`src/rx_fifo_xon_xoff_flow_macros.svh`:
```
// Assertion macros for the receive FIFO with XON/XOFF flow control.
// Included by the modules that carry concurrent checks; no other dependencies.
`ifndef RX_FIFO_XON_XOFF_FLOW_MACROS_SVH
`define RX_FIFO_XON_XOFF_FLOW_MACROS_SVH

// Condition that must hold at every clock edge out of reset.
`define RXF_ASSERT_ALWAYS(label, clk, rst_n, cond) \
  label: assert property (@(posedge clk) disable iff (!rst_n) (cond)) \
    else $error("rxf check failed: invariant");

// Antecedent at one edge implies consequent at the next edge.
`define RXF_ASSERT_NEXT(label, clk, rst_n, ante, cons) \
  label: assert property (@(posedge clk) disable iff (!rst_n) (ante) |=> (cons)) \
    else $error("rxf check failed: next-cycle property");

`endif

```
`src/rxf_pkg.sv`:
```
// Shared types, codes and sizing constants of the receive FIFO block.
// No dependencies; every module of the block imports it.
package rxf_pkg;

  localparam int FIFO_DEPTH  = 8192;
  localparam int PTR_W       = $clog2(FIFO_DEPTH);
  localparam int CNT_W       = $clog2(FIFO_DEPTH + 1);
  localparam int MARK_W      = 14;
  localparam int FILL_W      = 14;
  localparam int IDLE_W      = 16;
  localparam int CMP_W       = (CNT_W > MARK_W) ? CNT_W : MARK_W;
  localparam int QUEUE_DEPTH = 2;
  localparam int QPTR_W      = (QUEUE_DEPTH > 1) ? $clog2(QUEUE_DEPTH) : 1;
  localparam int QCNT_W      = $clog2(QUEUE_DEPTH + 1);
  localparam int CFG_IDX_W   = 3;
  localparam int CFG_DATA_W  = 16;

  localparam logic [7:0] CH_CR   = 8'h0D;
  localparam logic [7:0] CH_EOF  = 8'h1A;
  localparam logic [7:0] CH_XOFF = 8'h13;
  localparam logic [7:0] CH_XON  = 8'h11;

  localparam logic [MARK_W-1:0] DEF_HIGH = MARK_W'(6144);
  localparam logic [MARK_W-1:0] DEF_LOW  = MARK_W'(1024);

  // Input operation codes
  localparam logic [1:0] OP_RX   = 2'd0;
  localparam logic [1:0] OP_POP  = 2'd1;
  localparam logic [1:0] OP_TICK = 2'd2;

  // Result status codes
  localparam logic [2:0] ST_STORED  = 3'd0;
  localparam logic [2:0] ST_CR      = 3'd1;
  localparam logic [2:0] ST_END     = 3'd2;
  localparam logic [2:0] ST_REFUSED = 3'd3;
  localparam logic [2:0] ST_NOT_RX  = 3'd4;

  // Configuration register indexes
  localparam logic [CFG_IDX_W-1:0] REG_TEXT_FILTER = 3'd0;
  localparam logic [CFG_IDX_W-1:0] REG_FLOW_EN     = 3'd1;
  localparam logic [CFG_IDX_W-1:0] REG_HIGH_MARK   = 3'd2;
  localparam logic [CFG_IDX_W-1:0] REG_LOW_MARK    = 3'd3;
  localparam logic [CFG_IDX_W-1:0] REG_IDLE_LIMIT  = 3'd4;

  typedef enum logic [2:0] {
    KIND_STORE,
    KIND_CR,
    KIND_EOF,
    KIND_POP,
    KIND_TICK,
    KIND_NOP
  } kind_t;

  typedef struct packed {
    logic [1:0] operation;
    logic [7:0] rx_byte;
  } in_item_t;

  typedef struct packed {
    logic [2:0]        rx_status;
    logic              out_valid;
    logic [7:0]        out_byte;
    logic              flow_send;
    logic [7:0]        flow_byte;
    logic              throttled_now;
    logic              input_ended;
    logic              finished;
    logic [FILL_W-1:0] fill_level;
  } out_item_t;

  typedef struct packed {
    kind_t      kind;
    logic [7:0] data;
  } cmd_t;

  typedef struct packed {
    logic              text_filter;
    logic              flow_enable;
    logic [MARK_W-1:0] high_mark;
    logic [MARK_W-1:0] low_mark;
    logic [IDLE_W-1:0] idle_limit;
  } cfg_t;

endpackage

```
`src/rxf_front.sv`:
```
// Front end: takes input transfers and classifies them into commands.
// Depends on rxf_pkg; feeds rxf_queue.
module rxf_front (
  input  logic              in_valid,
  output logic              in_stall,
  input  rxf_pkg::in_item_t in_data,
  input  rxf_pkg::cfg_t     cfg,
  input  logic              q_full,
  output logic              push,
  output rxf_pkg::cmd_t     push_cmd
);
  import rxf_pkg::*;

  assign in_stall = q_full;
  assign push     = in_valid && !q_full;

  // text handling is decided here so the back end sees a plain command
  always_comb begin
    push_cmd.data = in_data.rx_byte;
    unique case (in_data.operation)
      OP_RX: begin
        if (cfg.text_filter && in_data.rx_byte == CH_CR) begin
          push_cmd.kind = KIND_CR;
        end else if (cfg.text_filter && in_data.rx_byte == CH_EOF) begin
          push_cmd.kind = KIND_EOF;
        end else begin
          push_cmd.kind = KIND_STORE;
        end
      end
      OP_POP:  push_cmd.kind = KIND_POP;
      OP_TICK: push_cmd.kind = KIND_TICK;
      default: push_cmd.kind = KIND_NOP;
    endcase
  end

endmodule

```
`config.mk`:
```
export PLATFORM = sky130hd
export DESIGN_NAME = rxf_front
export DESIGN_NICKNAME = d
export VERILOG_FILES = /design/src/rx_fifo_xon_xoff_flow_macros.svh /design/src/rxf_pkg.sv /design/src/rxf_front.sv
export SDC_FILE = /design/constraint.sdc
export NUM_CORES = 1
export LEC_CHECK = 0
export BUFFER_PORTS_ARGS = -buffer_cell sky130_fd_sc_hd__buf_2
export CAP_MARGIN = 20
export CORE_AREA = 3 3 40 42
export DETAILED_ROUTE_END_ITERATION = 8
export DIE_AREA = 0 0 43 45
export GPL_TIMING_DRIVEN = 0
export PLACE_DENSITY = 0.7
export SLEW_MARGIN = 10
export SYNTH_ARGS = -nofsm -noshare
export SYNTH_HDL_FRONTEND = slang
export SYNTH_SLANG_ARGS = --single-unit
```
`constraint.sdc`:
```
create_clock -name vclk -period 0.8
set_input_delay 0.08 -clock vclk [all_inputs]
set_output_delay 0.08 -clock vclk [all_outputs]
set_load 0.005 [all_outputs]
```
# After elaboration in Yosys (flattened, before gate mapping)
# Index checks and enable logic that the tools add are counted.
[word_totals] inputBits=58 elab_cells=12 output_inout_bits=13 ff_bits=0
[classes] mux=3 eq_ne=4 reduce_logical=5
[ops] cell="$pmux W3 S3" n=1
[ops] cell="$eq A8 B4 Y1 const B" n=1
[ops] cell="$eq A8 B5 Y1 const B" n=1
[ops] cell="$mux W2" n=2
[ops] cell="$logic_and A1 B1 Y1" n=3
[ops] cell="$eq A2 B1 Y1 const B" n=1
[ops] cell="$eq A2 B2 Y1 const B" n=1
[ops] cell="$logic_not A2 Y1" n=1
[ops] cell="$logic_not A1 Y1" n=1

# Longest topological paths before layout
# Gate-level depths: netlist of run 1.
[depth] word_depth=5 mapped_depth=2 ltp_nobuf=2

# Worst setup path after synthesis of run 1
# Ideal clock, no wire load.
[synth_path] path_kind="input-to-output" start="input in_data[5] (netlist bit)" end="output push_cmd[9] (netlist bit)" arrival_ps=543 path_stages=2 setup_slack_ps=177 n_path_buf=0 t_required_ps=720 path_cell_list="nor4b_4 -> a32o_2"
[synth_rtl] item="start: declaration" line_no="rxf_front.sv:6" rtl="input rxf_pkg::in_item_t in_data,"
[synth_rtl] item="end: declaration" line_no="rxf_front.sv:10" rtl="output rxf_pkg::cmd_t push_cmd"

==> impl_metrics.json, run 1 <==
{
  "fmax_mhz": 1180,
  "n_fill_cell": 133,
  "std_cell_rows": 13,
  "final.clkbuf_count": 0,
  "cp.arrival_ns": 0.76,
  "final_util_pct": 27.7,
  "first_pass_grt_wire_length_um": 745,
  "n_sequential_cell": 0,
  "gpl.final_weighted_congestion": 0.564,
  "required_ns": 0.72,
  "drtIter0Drc": 0,
  "share_of_the_synthesized_area_in_the_top_cell_type_pct": 44.6,
  "rsz0062_at_grt": "true",
  "synth.largest_area_cell": "sky130_fd_sc_hd__buf_4",
  "die-width_um": 43,
  "ys_types": 8,
  "slew_headroom_pct": 85.1,
  "start_kind": "primary input",
  "worst_hold_slack_ns": 0.394,
  "power_density_nw_per_um2": 457,
  "totalNegativeSetupSlack_ns": -0.0636,
  "postCtsSetupRepairBufs": 0,
  "multi_input_area_sq_um": 106,
  "power.share.switching_pct": 33.1,
  "tightestPinTransition_ns": 0.222,
  "ant_nets": 0,
  "cap_viol_max_count": 0,
  "failing_checks": "setup timing",
  "setup_viol_count_final": 2,
  "detail_route.vias_per_cell": 3.47,
  "post_dp_cell_area_sq_um": 300,
  "postRouteWirelength_um": 480,
  "cellInternalPower_mw": 0.109,
  "cts-hold-fix-buffers": 0,
  "synthesis.instances": 18,
  "power.share.combinational_pct": 100.0,
  "final_critical_path_setup_slack_ns": -0.0442,
  "maxSlewViolCount": 0,
  "yosysSeqAreaShare_pct": 0,
  "fin_total_pwr_mw": 0.162,
  "design.portCount": 71,
  "insertedDiodeCount": 0,
  "power.net_switching_mw": 0.0538,
  "clockPowerShare_pct": 0,
  "worstSetupEndpoint": "push_cmd[9]",
  "port-buffer-count": 26,
  "avgSynthCellArea_sq_um": 8.41,
  "synth_area_sq_um": 151,
  "finish.net_count": 104,
  "min_period_ns": 0.844,
  "grt_pass1_vias": 194,
  "coreArea_sq_um": 1280,
  "dr.pass1.iters": 1,
  "vdd.ir_drop.worst_mv": 0.0780,
  "ff_latch_area_sq_um": 0,
  "holdCritPathClass": "in2out",
  "synth_top_cells_by_area": "sky130_fd_sc_hd__buf_4 (45%), sky130_fd_sc_hd__nor4b_4 (16%), sky130_fd_sc_hd__nor4bb_1 (13%), sky130_fd_sc_hd__nor2b_1 (8.3%), sky130_fd_sc_hd__a32o_2 (7.4%)",
  "area_growth_syn_to_layout_pct": 135,
  "drive_above_1_share_pct": 88.6,
  "synth_fp_nets": 76,
  "critical_path.max_fanout": 2,
  "drc_errors": 0,
  "die_h_um": 45,
  "yosysWarnings": 0,
  "die_area_sq_um": 1940,
  "finalHoldViolations": 0,
  "routed-via-count": 205,
  "antenna_found_initial": 0,
  "status": "finished with violations",
  "static-leakage-power_nw": 0.209,
  "path_class": "in2out",
  "portion_of_the_clock_cycle_consumed_by_the_worst_path_in_the_final_layout_pct": 106,
  "routed_wire_length_per_instance_um": 8.14,
  "seq_power_share_pct": 0,
  "grt_start_max_net_pins": 4,
  "end_kind": "primary output",
  "setup.worst_path.start": "in_data[6]",
  "finalInstanceArea_sq_um": 355,
  "globalRoute.totalOverflow": 0,
  "floorplan.initialDensity_pct": 11.8,
  "groute.usage.overall_pct": 4.56
}
[cell families (layout without fill, tap and decap cells)]
kind of cell	Yosys count	after routing	synth area share (%)
AO/OA/AOI/OAI	2	2	13.2
AND/OR/NAND/NOR	5	5	37.2
buffers and inverters	11	37	49.6
[routing by layer]
layer	part of all wire [%]	global-route usage, %
met1	34	5.24
met5	0	0
met2	48	9.58
met4	0	0
met3	18	0.398
[repair_timing]
action	CTS	global route
resized for setup	5	5
hold endpoints to repair	0	0
endpoints found under the setup margin	2	2
pin swaps	4	2
[critical path, cell delays in order]
cell and delay [ns]:
sky130_fd_sc_hd__buf_8 0.10, sky130_fd_sc_hd__nor4b_4 0.28, sky130_fd_sc_hd__a32o_2 0.19, sky130_fd_sc_hd__buf_2 0.11
[through the flow]
| stage | setup slack, ns | instances |
|---|---|---|
| after detailed placement | -0.0934 | 59 |
| after CTS | -0.0622 | 59 |
| after global placement | -0.0898 | 59 |
| after global routing | -0.100 | 59 |
| after floorplan | 0.177 | 18 |
| final | -0.0442 | 59 |
[cell usage in the layout (no fill, tap or decap)]
cell type                  netlist  layout
sky130_fd_sc_hd__a31o_1          1       1
sky130_fd_sc_hd__clkbuf_1        1       1
sky130_fd_sc_hd__nor4b_4         1       1
sky130_fd_sc_hd__nor4bb_4        0       2
sky130_fd_sc_hd__inv_1           1       1
sky130_fd_sc_hd__buf_8           0       1
sky130_fd_sc_hd__buf_6           0       2
sky130_fd_sc_hd__a32o_2          1       1
sky130_fd_sc_hd__buf_4           9      10
sky130_fd_sc_hd__nor2b_1         2       2
sky130_fd_sc_hd__buf_2           0      22
[synth_stat cells, drive strengths merged]
cell / n
nor4bb: 2
buf: 9
inv: 1
a32o: 1
nor4b: 1
nor2b: 2
a31o: 1
clkbuf: 1
[power by group through the flow]
stage / Sequential, mW / Clock, mW / Combinational (mW)
after detailed placement: 0 / 0 / 0.135
after global routing: 0 / 0 / 0.177
after global placement: 0 / 0 / 0.133
final: 0 / 0 / 0.162
after CTS: 0 / 0 / 0.147
after floorplan: 0 / 0 / 0.0599
[worst min-delay path by stage]
stage	slack, ns	endpoint	cells past startpoint	from
6_report	0.39	push	3	q_full
5_1_grt	0.42	push	3	q_full
4_1_cts	0.40	push	3	q_full
3_5_place_dp	0.40	push	3	q_full
3_3_place_gp	0.39	push	3	q_full
2_1_floorplan	0.19	push	1	q_full
[layout make-up]
cell class	count	share of cell area (%)
Timing Repair Buffer	26	43.7
Tap cell	15	5.28
Inverter	1	1.06
Buffer	10	20.1
Multi-Input combinational cell	7	29.9
No activity file was read; power rests on OpenSTA's default activity.
==> run 2: changes to the inputs <==
--- a/config.mk
+++ b/config.mk
@@ -5,13 +5,14 @@
 export SDC_FILE = /design/constraint.sdc
 export NUM_CORES = 1
 export LEC_CHECK = 0
+export ABC_AREA = 1
 export BUFFER_PORTS_ARGS = -buffer_cell sky130_fd_sc_hd__buf_2
 export CAP_MARGIN = 20
 export CORE_AREA = 3 3 40 42
 export DETAILED_ROUTE_END_ITERATION = 8
 export DIE_AREA = 0 0 43 45
 export GPL_TIMING_DRIVEN = 0
-export PLACE_DENSITY = 0.7
+export PLACE_DENSITY = 0.72
 export SLEW_MARGIN = 10
 export SYNTH_ARGS = -nofsm -noshare
 export SYNTH_HDL_FRONTEND = slang
==> run 2 against run 1 <==
Area after synthesis grew 13%. Largest cell class unchanged. Die area is the same. Utilization shrank 0.19 points. Power shrank 4.7%. Cell area shrank 0.70%. Flip-flop and latch count is the same. Synthesized cell count grew 83%. Cell count grew 27%. The flow now finishes without violations. Combinational power shrank 4%. First-iteration DRC count grew 1.
==> impl_metrics.json, run 2 <==
{
  "vdd.ir_drop.worst_mv": 0.0975,
  "min_to": "push",
  "static-leakage-power_nw": 0.223,
  "synth_area_sq_um": 171,
  "fin_total_pwr_mw": 0.155,
  "rsz0062_at_grt": "true",
  "post_dp_cell_area_sq_um": 320,
  "yosysSeqAreaShare_pct": 0,
  "die_area_sq_um": 1940,
  "synth.most_common_cell": "sky130_fd_sc_hd__buf_4",
  "min_period_ns": 0.772,
  "multi_input_area_sq_um": 86.3,
  "critical_path.cell_chain": "buf_6 > nor2_4 > nor2b_1 > nand2_1 > a21oi_2 > buf_2",
  "n_fill_cell": 149,
  "routed_wire_length_per_instance_um": 7.07,
  "path_class": "in2out",
  "gpl.final_weighted_congestion": 0.736,
  "first_pass_grt_wire_length_um": 814,
  "postRouteWirelength_um": 530,
  "end_kind": "primary output",
  "coreArea_sq_um": 1280,
  "critical_path.max_fanout": 2,
  "die-width_um": 43,
  "design.portCount": 71,
  "cap_viol_max_count": 0,
  "drive_above_1_share_pct": 68.3,
  "finalHoldViolations": 0,
  "fmax_mhz": 1300,
  "drc_errors": 0,
  "holdCritPathClass": "in2out",
  "routed-via-count": 265,
  "ff_latch_area_sq_um": 0,
  "final.clkbuf_count": 0,
  "detail_route.vias_per_cell": 3.53,
  "tightestPinTransition_ns": 0.0832,
  "layout.cells.most_common": "sky130_fd_sc_hd__buf_2",
  "area_growth_syn_to_layout_pct": 106,
  "grt_start_max_net_pins": 4,
  "required_ns": 0.72,
  "setup_viol_count_final": 0,
  "globalRoute.totalOverflow": 0,
  "floorplan.initialDensity_pct": 13.3,
  "maxSlewViolCount": 0,
  "drtIter0Drc": 1,
  "antenna_found_initial": 0,
  "n_sequential_cell": 0,
  "status": "completed",
  "ys_types": 11,
  "start_kind": "primary input",
  "port-buffer-count": 26,
  "ant_nets": 0,
  "die_h_um": 45,
  "power_density_nw_per_um2": 439,
  "finalInstanceArea_sq_um": 353,
  "insertedDiodeCount": 0,
  "portion_of_the_clock_cycle_consumed_by_the_worst_path_in_the_final_layout_pct": 96.5,
  "synthesis.instances": 33,
  "min_delay_path_depth": 3,
  "avgSynthCellArea_sq_um": 5.19,
  "synth.largest_area_cell": "sky130_fd_sc_hd__buf_4",
  "share_of_the_synthesized_area_in_the_top_cell_type_pct": 39.4,
  "finish.net_count": 120,
  "std_cell_rows": 13,
  "timing.critical_path.slowest_stage_cell": "sky130_fd_sc_hd__nor2b_1",
  "synth_fp_nets": 91,
  "synth_top_cells_by_area": "sky130_fd_sc_hd__buf_4 (39%), sky130_fd_sc_hd__nand2_1 (15%), sky130_fd_sc_hd__inv_1 (13%), sky130_fd_sc_hd__nor2_1 (8.8%), sky130_fd_sc_hd__a21oi_2 (5.1%)",
  "slew_headroom_pct": 94.4,
  "yosysWarnings": 0,
  "slowest_delay_ns": 0.12,
  "most_frequent_cells_in_the_layout": "sky130_fd_sc_hd__buf_2 (24), sky130_fd_sc_hd__buf_4 (10), sky130_fd_sc_hd__nand2_1 (7)",
  "synth.top_cells.by_count": "sky130_fd_sc_hd__buf_4 (9), sky130_fd_sc_hd__nand2_1 (7), sky130_fd_sc_hd__inv_1 (6)",
  "cp.arrival_ns": 0.69,
  "hold_start": "q_full",
  "dr.pass1.iters": 2,
  "grt_pass1_vias": 221,
  "groute.usage.overall_pct": 5.06
}
-- run 2: cell types whose count changed in the layout (fill, tap and decap cells not counted), sizes merged, moves of 2 or more --
cell and change:
nor2 +5, inv +6, nand2 +7, nor4bb -2
-- run 2: cell type report --
class | count | share of cell area, %
timing repair buffer | 27 | 42.6
buffer | 10 | 20.2
tap | 15 | 5.32
inverter | 7 | 7.45
multi-input combinational | 16 | 24.5
-- run 2: worst max path at each step --
stage	start	endpoint	slack [ns]	depth (start not counted)
floorplan	in_data[7]	push_cmd[9]	0.23	4
global placement	in_data[7]	push_cmd[9]	-0.06	6
detailed placement	in_data[7]	push_cmd[9]	-0.05	6
CTS	in_data[6]	push_cmd[9]	0.002	6
global route	in_data[7]	push_cmd[9]	-0.03	6
finish	in_data[7]	push_cmd[9]	0.03	6
-- run 2: stage by stage --
stage / setup WS (ns) / TNS (ns) / utilization (%) / hold slack, ns / instances
after floorplan: 0.230 / 0 / - / 0.178 / 33
after global placement: -0.0595 / -0.0595 / 24.9 / 0.389 / 74
after detailed placement: -0.0519 / -0.0519 / 24.9 / 0.393 / 74
after CTS: 0.00207 / 0 / 27.1 / 0.395 / 75
after global routing: -0.0347 / -0.0347 / 27.5 / 0.402 / 75
final: 0.0281 / 0 / 27.5 / 0.392 / 75
-- run 2: timing repair --
| action | in CTS | in global routing |
|---|---|---|
| hold buffers | 0 | 0 |
| pin swaps | 3 | 4 |
| gates resized for setup | 4 | 1 |
| setup endpoints to repair | 1 | 1 |
| endpoints found under the hold margin | 0 | 0 |
| buffers inserted | 1 | 0 |
-- run 2: per-layer routing --
layer  share of wire [%]  vias to the layer above  global-route usage, %
li1                    -                      141                      -
met1                  33                      103                   5.71
met2                  45                       21                   10.8
met3                  21                        0                  0.398
met4                   0                        0                      0
met5                   0                        -                      0
-- run 2: where the power goes --
part | leakage, nW | internal [mW] | total, mW | switching (mW)
registers | 0 | 0 | 0 | 0
clock network | 0 | 0 | 0 | 0
logic | 0.223 | 0.0943 | 0.155 | 0.0605
total | 0.223 | 0.0943 | 0.155 | 0.0605
-- run 2: worst max-delay path, delay by kind of cell --
kind / cells / cell delay [ns]
AO/OA/AOI/OAI: 1 / 0.11
buffers and inverters: 2 / 0.22
AND/OR/NAND/NOR: 3 / 0.28
-- run 2: logic make-up after synthesis --
| family | Yosys count | synth area share, % |
|---|---|---|
| compound gates | 1 | 5.11 |
| buf+inv | 17 | 56.9 |
| simple gates | 15 | 38.0 |
