### src/rx_fifo_xon_xoff_flow_macros.svh
// Assertion macros for the receive FIFO with XON/XOFF flow control.
// Included by the modules that carry concurrent checks; no other dependencies.
`ifndef RX_FIFO_XON_XOFF_FLOW_MACROS_SVH
`define RX_FIFO_XON_XOFF_FLOW_MACROS_SVH

// Condition that must hold at every clock edge out of reset.
`define RXF_ASSERT_ALWAYS(label, clk, rst_n, cond) \
  label: assert property (@(posedge clk) disable iff (!rst_n) (cond)) \
    else $error("rxf check failed: invariant");

// Antecedent at one edge implies consequent at the next edge.
`define RXF_ASSERT_NEXT(label, clk, rst_n, ante, cons) \
  label: assert property (@(posedge clk) disable iff (!rst_n) (ante) |=> (cons)) \
    else $error("rxf check failed: next-cycle property");

`endif

### src/rxf_pkg.sv
// Shared types, codes and sizing constants of the receive FIFO block.
// No dependencies; every module of the block imports it.
package rxf_pkg;

  localparam int FIFO_DEPTH  = 8192;
  localparam int PTR_W       = $clog2(FIFO_DEPTH);
  localparam int CNT_W       = $clog2(FIFO_DEPTH + 1);
  localparam int MARK_W      = 14;
  localparam int FILL_W      = 14;
  localparam int IDLE_W      = 16;
  localparam int CMP_W       = (CNT_W > MARK_W) ? CNT_W : MARK_W;
  localparam int QUEUE_DEPTH = 2;
  localparam int QPTR_W      = (QUEUE_DEPTH > 1) ? $clog2(QUEUE_DEPTH) : 1;
  localparam int QCNT_W      = $clog2(QUEUE_DEPTH + 1);
  localparam int CFG_IDX_W   = 3;
  localparam int CFG_DATA_W  = 16;

  localparam logic [7:0] CH_CR   = 8'h0D;
  localparam logic [7:0] CH_EOF  = 8'h1A;
  localparam logic [7:0] CH_XOFF = 8'h13;
  localparam logic [7:0] CH_XON  = 8'h11;

  localparam logic [MARK_W-1:0] DEF_HIGH = MARK_W'(6144);
  localparam logic [MARK_W-1:0] DEF_LOW  = MARK_W'(1024);

  // Input operation codes
  localparam logic [1:0] OP_RX   = 2'd0;
  localparam logic [1:0] OP_POP  = 2'd1;
  localparam logic [1:0] OP_TICK = 2'd2;

  // Result status codes
  localparam logic [2:0] ST_STORED  = 3'd0;
  localparam logic [2:0] ST_CR      = 3'd1;
  localparam logic [2:0] ST_END     = 3'd2;
  localparam logic [2:0] ST_REFUSED = 3'd3;
  localparam logic [2:0] ST_NOT_RX  = 3'd4;

  // Configuration register indexes
  localparam logic [CFG_IDX_W-1:0] REG_TEXT_FILTER = 3'd0;
  localparam logic [CFG_IDX_W-1:0] REG_FLOW_EN     = 3'd1;
  localparam logic [CFG_IDX_W-1:0] REG_HIGH_MARK   = 3'd2;
  localparam logic [CFG_IDX_W-1:0] REG_LOW_MARK    = 3'd3;
  localparam logic [CFG_IDX_W-1:0] REG_IDLE_LIMIT  = 3'd4;

  typedef enum logic [2:0] {
    KIND_STORE,
    KIND_CR,
    KIND_EOF,
    KIND_POP,
    KIND_TICK,
    KIND_NOP
  } kind_t;

  typedef struct packed {
    logic [1:0] operation;
    logic [7:0] rx_byte;
  } in_item_t;

  typedef struct packed {
    logic [2:0]        rx_status;
    logic              out_valid;
    logic [7:0]        out_byte;
    logic              flow_send;
    logic [7:0]        flow_byte;
    logic              throttled_now;
    logic              input_ended;
    logic              finished;
    logic [FILL_W-1:0] fill_level;
  } out_item_t;

  typedef struct packed {
    kind_t      kind;
    logic [7:0] data;
  } cmd_t;

  typedef struct packed {
    logic              text_filter;
    logic              flow_enable;
    logic [MARK_W-1:0] high_mark;
    logic [MARK_W-1:0] low_mark;
    logic [IDLE_W-1:0] idle_limit;
  } cfg_t;

endpackage

### src/rxf_queue.sv
// Short command queue between the front end and the back end.
// Depends on rxf_pkg; sits between rxf_front and rxf_back.
module rxf_queue (
  input  logic          clk,
  input  logic          rst_n,
  input  logic          push,
  input  rxf_pkg::cmd_t push_cmd,
  output logic          full,
  output logic          head_vld,
  output rxf_pkg::cmd_t head_cmd,
  input  logic          pop
);
  import rxf_pkg::*;

  cmd_t              entry_r [QUEUE_DEPTH];
  logic [QPTR_W-1:0] wr_ptr_r, wr_ptr_nxt;
  logic [QPTR_W-1:0] rd_ptr_r, rd_ptr_nxt;
  logic [QCNT_W-1:0] count_r, count_nxt;

  localparam logic [QPTR_W-1:0] LAST = QPTR_W'(QUEUE_DEPTH - 1);

  assign full     = (count_r == QCNT_W'(QUEUE_DEPTH));
  assign head_vld = (count_r != '0);
  assign head_cmd = entry_r[rd_ptr_r];

  always_comb begin
    wr_ptr_nxt = wr_ptr_r;
    rd_ptr_nxt = rd_ptr_r;
    count_nxt  = count_r;
    if (push) begin
      wr_ptr_nxt = (wr_ptr_r == LAST) ? '0 : wr_ptr_r + 1'b1;
    end
    if (pop) begin
      rd_ptr_nxt = (rd_ptr_r == LAST) ? '0 : rd_ptr_r + 1'b1;
    end
    if (push && !pop) begin
      count_nxt = count_r + 1'b1;
    end else if (pop && !push) begin
      count_nxt = count_r - 1'b1;
    end
  end

  always_ff @(posedge clk) begin
    if (!rst_n) begin
      wr_ptr_r <= '0;
      rd_ptr_r <= '0;
      count_r  <= '0;
    end else begin
      wr_ptr_r <= wr_ptr_nxt;
      rd_ptr_r <= rd_ptr_nxt;
      count_r  <= count_nxt;
    end
  end

  always_ff @(posedge clk) begin
    if (push) begin
      entry_r[wr_ptr_r] <= push_cmd;
    end
  end

endmodule

### config.mk
export PLATFORM = sky130hd
export DESIGN_NAME = rxf_queue
export DESIGN_NICKNAME = d
export VERILOG_FILES = /design/src/rx_fifo_xon_xoff_flow_macros.svh /design/src/rxf_pkg.sv /design/src/rxf_queue.sv
export SDC_FILE = /design/constraint.sdc
export NUM_CORES = 1
export LEC_CHECK = 0
export ABC_AREA = 1
export BUFFER_PORTS_ARGS = -buffer_cell sky130_fd_sc_hd__buf_2
export CAP_MARGIN = 20
export CORE_ASPECT_RATIO = 0.8
export CORE_MARGIN = 2
export CORE_UTILIZATION = 50
export CTS_CLUSTER_SIZE = 40
export DETAILED_ROUTE_END_ITERATION = 10
export PLACE_DENSITY = 0.81
export SLEW_MARGIN = 10
export SYNTH_ARGS = -nofsm -noshare
export SYNTH_HDL_FRONTEND = slang
export SYNTH_SLANG_ARGS = --single-unit
### constraint.sdc
create_clock -name clk -period 1.8 [get_ports clk]
set_clock_uncertainty 0.2 [all_clocks]
set_input_delay 0.18 -clock clk [delete_from_list [all_inputs] [get_ports clk]]
set_output_delay 0.18 -clock clk [all_outputs]
set_load 0.02 [all_outputs]
### After elaboration in Yosys (flattened, before gate mapping)

Memories as Yosys holds them, arrays and structs flattened. A register that Yosys moved wholly into a read port is not among the register bits.
Cells that the tools add are included.

| word-level totals | value |
|---|---|
| register bits | 4 |
| memories | 1 |
| bits in writable memories | 22 |
| logic and storage cells | 23 |

Memories:

| name | words | width | read ports | clocked after Yosys merged registers in | write ports | RTL line | source |
|---|---|---|---|---|---|---|---|
| entry_r | 2 | 11 | 1 | 1 | 1 | rxf_queue.sv:15 | `cmd_t entry_r [QUEUE_DEPTH];` |

| operators by class | value |
|---|---|
| reductions and logical operators | 6 |
| muxes and demuxes | 8 |
| equal/unequal tests | 1 |
| add/sub/neg operators | 4 |

Operators by type and width:

| kind | number |
|---|---|
| two-way mux 1 bit | 6 |
| two-way mux 2 bit | 2 |
| nonzero test 2 bit | 2 |
| adder 1 bit, second input constant | 2 |
| adder 2 x 1 -> 2 bit, second input constant | 1 |
| == test 2 bit, second input constant | 1 |
| logical AND 1 bit | 2 |
| zero test 1 bit | 2 |
| subtractor 2 x 1 -> 2 bit, second input constant | 1 |

### Logic depth before layout (Yosys ltp)

Gate-level depths: netlist of run 1.

| logic depth | value |
|---|---|
| depth in word-level cells | 4 |
| mapped depth | 8 |
| mapped depth without buffers | 8 |

### Worst setup path before layout of run 1

No wires, ideal clock.

| timing | value |
|---|---|
| path kind | flip-flop to flip-flop |
| start | reg wr_ptr_r |
| end | mem entry_r[0][0] (netlist name) (enable) |
| clock period less this slack | 1.390 ns |
| arrival time | 0.812 ns |
| path buffers | 0 |
| setup slack | 0.410 ns |
| cell stages (with the launch flop) | 2 |
| library setup time | 0.378 ns |
| cells stage by stage | dfxtp_1 > nor2_1 |

RTL lines:

| item | RTL line | source |
|---|---|---|
| from (decl) | rxf_queue.sv:16 | `logic [QPTR_W-1:0] wr_ptr_r, wr_ptr_nxt;` |
| from (signal assigned) | rxf_queue.sv:49 | `wr_ptr_r <= wr_ptr_nxt;` |
| to (decl) | rxf_queue.sv:15 |  |

Straight into the memory's write port.

==> results of run 1 <==
-- cells in the final DEF (no fill, tap or decap), types with 3 or more instances in the layout --
cell type,instances
nor2_1,8
dfxtp_1,5
mux2_4,10
edfxtp_1,22
dlygate4sd3_1,15
nand2_1,9
inv_1,7
buf_2,27
clkbuf_4,3
-- power groups by stage --
| stage | clock network (mW) | registers, mW | logic (mW) |
|---|---|---|---|
| final | 0.250 | 0.728 | 0.213 |
| after global routing | 0.275 | 0.731 | 0.230 |
| after CTS | 0.259 | 0.728 | 0.212 |
| after detailed placement | 0 | 0.743 | 0.186 |
| after global placement | 0 | 0.739 | 0.181 |
| after floorplan | 0 | 0.739 | 0.127 |
-- path summary, 6_finish.rpt --
check | depth (start not counted) | slack (ps) | start | to
min reg2reg | 2 | 310 | rd_ptr_r$_SDFFE_PN0P_ | flop
max | 3 | 70 | flop | head_cmd[6]
max reg2reg | 4 | 440 | wr_ptr_r$_SDFFE_PN0P_ | wr_ptr_r$_SDFFE_PN0P_
min | 2 | 310 | rd_ptr_r$_SDFFE_PN0P_ | flop
-- metrics by stage --
step | setup slack (ps) | instance area (um^2)
2_1_floorplan | 410 | 1060
3_3_place_gp | 398 | 1230
3_5_place_dp | 392 | 1230
4_1_cts | 11.4 | 1410
5_1_grt | 30.3 | 1410
6_report | 71.9 | 1410
-- per-layer routing --
metal / vias up / GRT usage, % / part of all wire (%) / routed length, um
met5: - / 0 / 0 / 0
met2: 19 / 28.8 / 53 / 915
met3: 0 / 3.72 / 4.4 / 77
met1: 302 / 15.7 / 43 / 741
met4: 0 / 5.85 / 0 / 0
li1: 332 / - / - / -
-- cell usage after synthesis, drive strengths merged --
library cell and n:
ha 1, mux2 11, dfxtp 5, edfxtp 22, buf 1, o21ai 1
a21oi 1, nand3 1, inv 8, nand2 9, nor2 8, nand4 1
-- sequential cells by signal, indices dropped and copies added, names as in the netlist, named ones only --
name,flops
entry_r,22
rd_ptr_r,1
count_r,2
wr_ptr_r,1
-- worst max-delay path, cell delays in order, from the launching register on --
cell	delay, ps
dfxtp_1	350
buf_6	180
mux2_2	340
buf_2	160
-- timing repair --
item                                   CTS  global route
endpoints found under the hold margin   27             0
setup endpoints to repair                0             1
resized for setup                        0             1
hold buffers                            15             0
-- cell families (layout without fill, tap and decap cells) --
kind of cell               Yosys count  in the layout
muxes                               11             11
buffers and inverters                9             56
and+or+nand+nor                     19             19
adders and majority gates            1              1
DFF                                 27             27
AOI/OAI and AO/OA                    2              2
-- cell type report --
| type | count | area, um^2 | area share (%) |
|---|---|---|---|
| Clock buffer | 4 | 26.3 | 1.86 |
| Inverter | 8 | 30.0 | 2.13 |
| Multi-Input combinational cell | 33 | 259 | 18.4 |
| Sequential cell | 27 | 761 | 53.9 |
| Tap cell | 24 | 30.0 | 2.13 |
| Timing Repair Buffer | 44 | 304 | 21.6 |
==> reports/qor.csv, run 1 <==
stage,metric,value,unit
timing,Slew Limit Headroom,70.5,%
timing,hold slack,314,ps
floorplanning,Die Span X,55.5,um
yosys,largest family of logic cells by synthesized area,multiplexers,
placement,IO buf count,27,
hold_path,min-delay worst type,reg -> reg,
placement,gpl congestion,0.799,
cells_and_area,area grow syn2layout,32.9,%
power_and_ir_drop,P_sw,0.286,mW
cells_and_area,Final Core Density,72.5,%
setup_path,crit-path max FO,11,
placement,DP HPWL,1190,um
yosys,Seq cells post-synth,27,
timing,f_max,579,MHz
timing,min Tclk post-route,1730,ps
yosys,sequential area share after synthesis,71.7,%
cts,register clock-pin slew on the reported worst setup and hold paths,140,ps
timing,Slew @ Worst Pin,443,ps
cts,Skew-Pair Late Insertion Delay,320,ps
floorplanning,initial core utilization,54.6,%
yosys,ranking of synthesized cells by area,"edfxtp_1, mux2_4, dfxtp_1",
cts,CTS root buf,clkbuf_4,
drt,routed vias/inst,4.66,
drt,DR vias,653,
timing,Hold Fails Final Rpt,0,
power_and_ir_drop,Lkg Pwr,0.618,nW
drt,Pre-antenna DRT Iters,4,
cells_and_area,Fillers,134,
grt,initial antenna violation count,0,
power_and_ir_drop,Int Pwr,0.905,mW
drt,number of remaining DRC errors,0,
power_and_ir_drop,combinational power share,17.8,%
cts,CTS Sinks,27,
setup_path,CP startpoint kind,flop,
yosys,mux contribution to synthesized area,15.2,%
timing,RSZ-0062 raised after global routing,false,
floorplanning,core area,1940,um^2
floorplanning,DIE AREA,2510,um^2
yosys,post-synth top area share,62.3,%
floorplanning,I/O Pins,28,
setup_path,CP required,1420,ps
yosys,post-synth top area cell,edfxtp_1,
cts,CTS Buffer Depth,2,
setup_path,Worst EP arrival,1350,ps
cells_and_area,ratio of cells with drive above 1 in the final layout,37.9,%
setup_path,critical path type,reg -> out,
yosys,post-synth net total,85,
grt,vias in the first global route,645,
drt,drt wl/cell,12.4,um
cells_and_area,nets,133,
setup_path,Setup crit end kind,primary output,
grt,largest net degree at the start of global routing,15,
cells_and_area,ANT cells,0,
power_and_ir_drop,total power per unit cell area,845,nW/um^2
grt,gr ovfl total,0,
power_and_ir_drop,Seq pwr share,61.1,%
power_and_ir_drop,Peak supply drop,0.557,mV
yosys,Synth Area in Adders,1.18,%
yosys,Netlist cell types,14,
cts,CTS Buf Count,3,
run,Max Cap Violations,0,
drt,DR iter-0 viols,5,
placement,cell count after placement,121,
yosys,Yosys Warn Count,0,
cts,CTS tree,yes,
floorplanning,Site Rows,14,
cts,htree depth,1,
yosys,Syn Std Cell Area,1060,um^2
drt,remaining antenna violation count after routing,0,
grt,global-route wire length before repair,2710,um
floorplanning,die height,45.2,um
timing,fraction of the cycle the final worst path needs,96.0,%
timing,max-slew violations,0,
yosys,post-synthesis compound-gate area fraction,0.943,%
cells_and_area,final non-filler cell total,140,
power_and_ir_drop,Clk network pwr share,21.0,%
grt,gr usage total,14.8,%
power_and_ir_drop,Switching Share,24.0,%
cts,post-CTS setup buffer count,0,
yosys,Syn Inst Count,69,
status,status,completed,
timing,setup tns final,0,ps
yosys,syn_area_per_cell,15.4,um^2
yosys,simple-gate share of the synthesized area,7.08,%
timing,final setup fails,0,
yosys,Post-Synth XOR/XNOR Area,0,%
power_and_ir_drop,Pwr Total,1.19,mW
drt,WL final,1730,um
No activity file was read; power rests on OpenSTA's default activity.
==> inputs of run 2 (changes only) <==
--- a/config.mk
+++ b/config.mk
@@ -9,7 +9,7 @@
 export BUFFER_PORTS_ARGS = -buffer_cell sky130_fd_sc_hd__buf_2
 export CAP_MARGIN = 20
 export CORE_ASPECT_RATIO = 0.8
-export CORE_MARGIN = 2
+export CORE_MARGIN = 5
 export CORE_UTILIZATION = 50
 export CTS_CLUSTER_SIZE = 40
 export DETAILED_ROUTE_END_ITERATION = 10
==> run 2 against run 1 <==
Against the previous run: setup slack gained 29 ps; design area grew 0.80%; final cell count grew 1.4%; power shrank 0.39%; first-iteration DRC count is the same; clock power shrank 3%; flip-flop and latch count is the same; critical path depth is the same; via count grew 3.1%; die area grew 26%; count of clock-buffer cells in the layout is the same; wire length grew 3.7%; critical path type unchanged; largest power group unchanged.
==> reports/qor.csv, run 2 (synthesis results as in run 1) <==
stage,metric,value,unit,change
cells_and_area,ratio of cells with drive above 1 in the final layout,39.0,%,was 37.9%
cts,CTS Sinks,27,,unchanged
run,Max Cap Violations,0,,unchanged
floorplanning,initial core utilization,54.6,%,unchanged
drt,routed vias/inst,4.74,,was 4.66
timing,Hold Fails Final Rpt,0,,unchanged
power_and_ir_drop,Lkg Pwr,0.627,nW,was 0.618 nW
setup_path,critical path type,reg -> out,,unchanged
drt,DR vias,673,,was 653
placement,IO buf count,27,,unchanged
grt,met3 Use GR,5.29,%,was 3.72%
cts,htree depth,1,,unchanged
grt,global-route wire length before repair,2910,um,was 2710 um
grt,GRT Max-Usage Layer,met2,,unchanged
cts,post-CTS sizing,0,,unchanged
cells_and_area,design area,1420,um^2,was 1410 um^2
grt,initial antenna violation count,0,,unchanged
timing,Slew @ Worst Pin,435,ps,was 443 ps
cts,CTS tree,yes,,unchanged
cells_and_area,FF+latch area,761,um^2,unchanged
hold_path,min-delay worst type,reg -> reg,,unchanged
floorplanning,die height,51.2,um,was 45.2 um
setup_path,Setup crit end kind,primary output,,unchanged
setup_path,crit-path max FO,5,,was 11
drt,drt wl/cell,12.7,um,was 12.4 um
timing,Slew Limit Headroom,70.9,%,was 70.5%
cells_and_area,max reg flops,22,,unchanged
cts,CTS Buf Count,3,,unchanged
power_and_ir_drop,Pwr Total,1.19,mW,about the same
drt,Pre-antenna DRT Iters,5,,was 4
floorplanning,core area,1940,um^2,unchanged
cells_and_area,most frequent cells in the layout,"buf_2, edfxtp_1, dlygate4sd3_1",,unchanged
drt,remaining antenna violation count after routing,0,,unchanged
cells_and_area,area of the multi-input gates,259,um^2,unchanged
placement,gpl congestion,0.725,,was 0.799
cts,Skew-Pair Late Insertion Delay,310,ps,was 320 ps
cells_and_area,Fillers,125,,was 134
cells_and_area,ANT cells,0,,unchanged
cells_and_area,"commonest non-fill, non-tap cell in the layout",buf_2,,unchanged
cts,cts hold-fix bufs,15,,unchanged
cells_and_area,Top Registers,"entry_r: 22 flops, count_r: 2 flops",,unchanged
placement,DP HPWL,1300,um,was 1190 um
setup_path,crit path max-delay cell type,dfxtp_1,,unchanged
placement,Post-Place Cell Area,1240,um^2,was 1230 um^2
timing,setup tns final,0,ps,unchanged
timing,final setup fails,0,,unchanged
cells_and_area,nets,135,,was 133
floorplanning,Site Rows,14,,unchanged
status,status,completed,,unchanged
grt,gr usage total,12.8,%,was 14.8%
power_and_ir_drop,Peak supply drop,0.676,mV,was 0.557 mV
timing,RSZ-0062 raised after global routing,false,,unchanged
grt,M2 GR Usage,23.2,%,was 28.8%
grt,largest net degree at the start of global routing,15,,unchanged
cts,post-CTS setup buffer count,0,,unchanged
timing,fraction of the cycle the final worst path needs,94.4,%,was 96.0%
grt,vias in the first global route,663,,was 645
drt,number of remaining DRC errors,0,,unchanged
floorplanning,DIE AREA,3150,um^2,was 2510 um^2
setup_path,CP max stage delay,360,ps,was 350 ps
timing,max-slew violations,0,,unchanged
timing,f_max,588,MHz,was 579 MHz
cts,CTS Buffer Depth,2,,unchanged
floorplanning,Die Span X,61.5,um,was 55.5 um
setup_path,CP startpoint kind,flop,,unchanged
cells_and_area,final non-filler cell total,142,,was 140
timing,min Tclk post-route,1700,ps,was 1730 ps
timing,hold slack,317,ps,was 314 ps
placement,cell count after placement,123,,was 121
floorplanning,I/O Pins,28,,unchanged
drt,WL final,1800,um,was 1730 um
grt,GR Util met1,14.1,%,was 15.7%
power_and_ir_drop,total power per unit cell area,835,nW/um^2,was 845 nW/um^2
cells_and_area,largest reg by FF count,entry_r,,unchanged
setup_path,CP required,1420,ps,about the same
setup_path,critical-path cell list,"buf_4, mux2_2, buf_2",,"was buf_6, mux2_2, buf_2"
drt,DR iter-0 viols,5,,unchanged
cts,register clock-pin slew on the reported worst setup and hold paths,120,ps,was 140 ps
cts,CTS root buf,clkbuf_4,,unchanged
grt,gr ovfl total,0,,unchanged
setup_path,Worst EP arrival,1320,ps,was 1350 ps
cells_and_area,area grow syn2layout,34.0,%,was 32.9%
## run 2: changes by cell type in the layout (fill, tap and decap cells not counted)
cell	before	now
buf_4	1	4
buf_6	1	0
## run 2: path summary, 6_finish.rpt
kind / startpoint / end / slack [ps] / depth (start not counted)
max: flop / head_cmd[6] / 100 / 3
min: count_r[0]$_SDFFE_PN0P_ / count_r[0]$_SDFFE_PN0P_ / 320 / 2
max reg2reg: wr_ptr_r$_SDFFE_PN0P_ / wr_ptr_r$_SDFFE_PN0P_ / 430 / 4
min reg2reg: count_r[0]$_SDFFE_PN0P_ / count_r[0]$_SDFFE_PN0P_ / 320 / 2
## run 2: layer usage
layer / routed length (um) / up-vias
met5: 0 / -
met4: 7 / 0
met3: 158 / 4
met2: 959 / 32
met1: 672 / 300
li1: - / 337
## run 2: stage by stage
stage | worst slack, ps | util [%]
floorplan | 410 | -
global placement | 469 | 64.0
detailed placement | 452 | 64.0
CTS | 77.2 | 73.1
global route | 4.22 | 73.1
finish | 101 | 73.1
## run 2: area by class of cell
class / count / area share (%)
Timing Repair Buffer: 46 / 22.2
Multi-Input combinational cell: 33 / 18.2
Sequential cell: 27 / 53.5
Tap cell: 24 / 2.11
Clock buffer: 4 / 1.85
Inverter: 8 / 2.11
## run 2: power breakdown
part           leakage, nW  internal [mW]  switching, mW  total [mW]
clock network       0.0150         0.0866          0.157       0.243
logic                0.364          0.106          0.109       0.215
registers            0.248          0.715         0.0131       0.728
## run 2: worst max-delay path, delay by kind of cell, from the launching register on
kind | cells | cell delay (ps)
buffers and inverters | 2 | 320
muxes | 1 | 330
DFF | 1 | 360
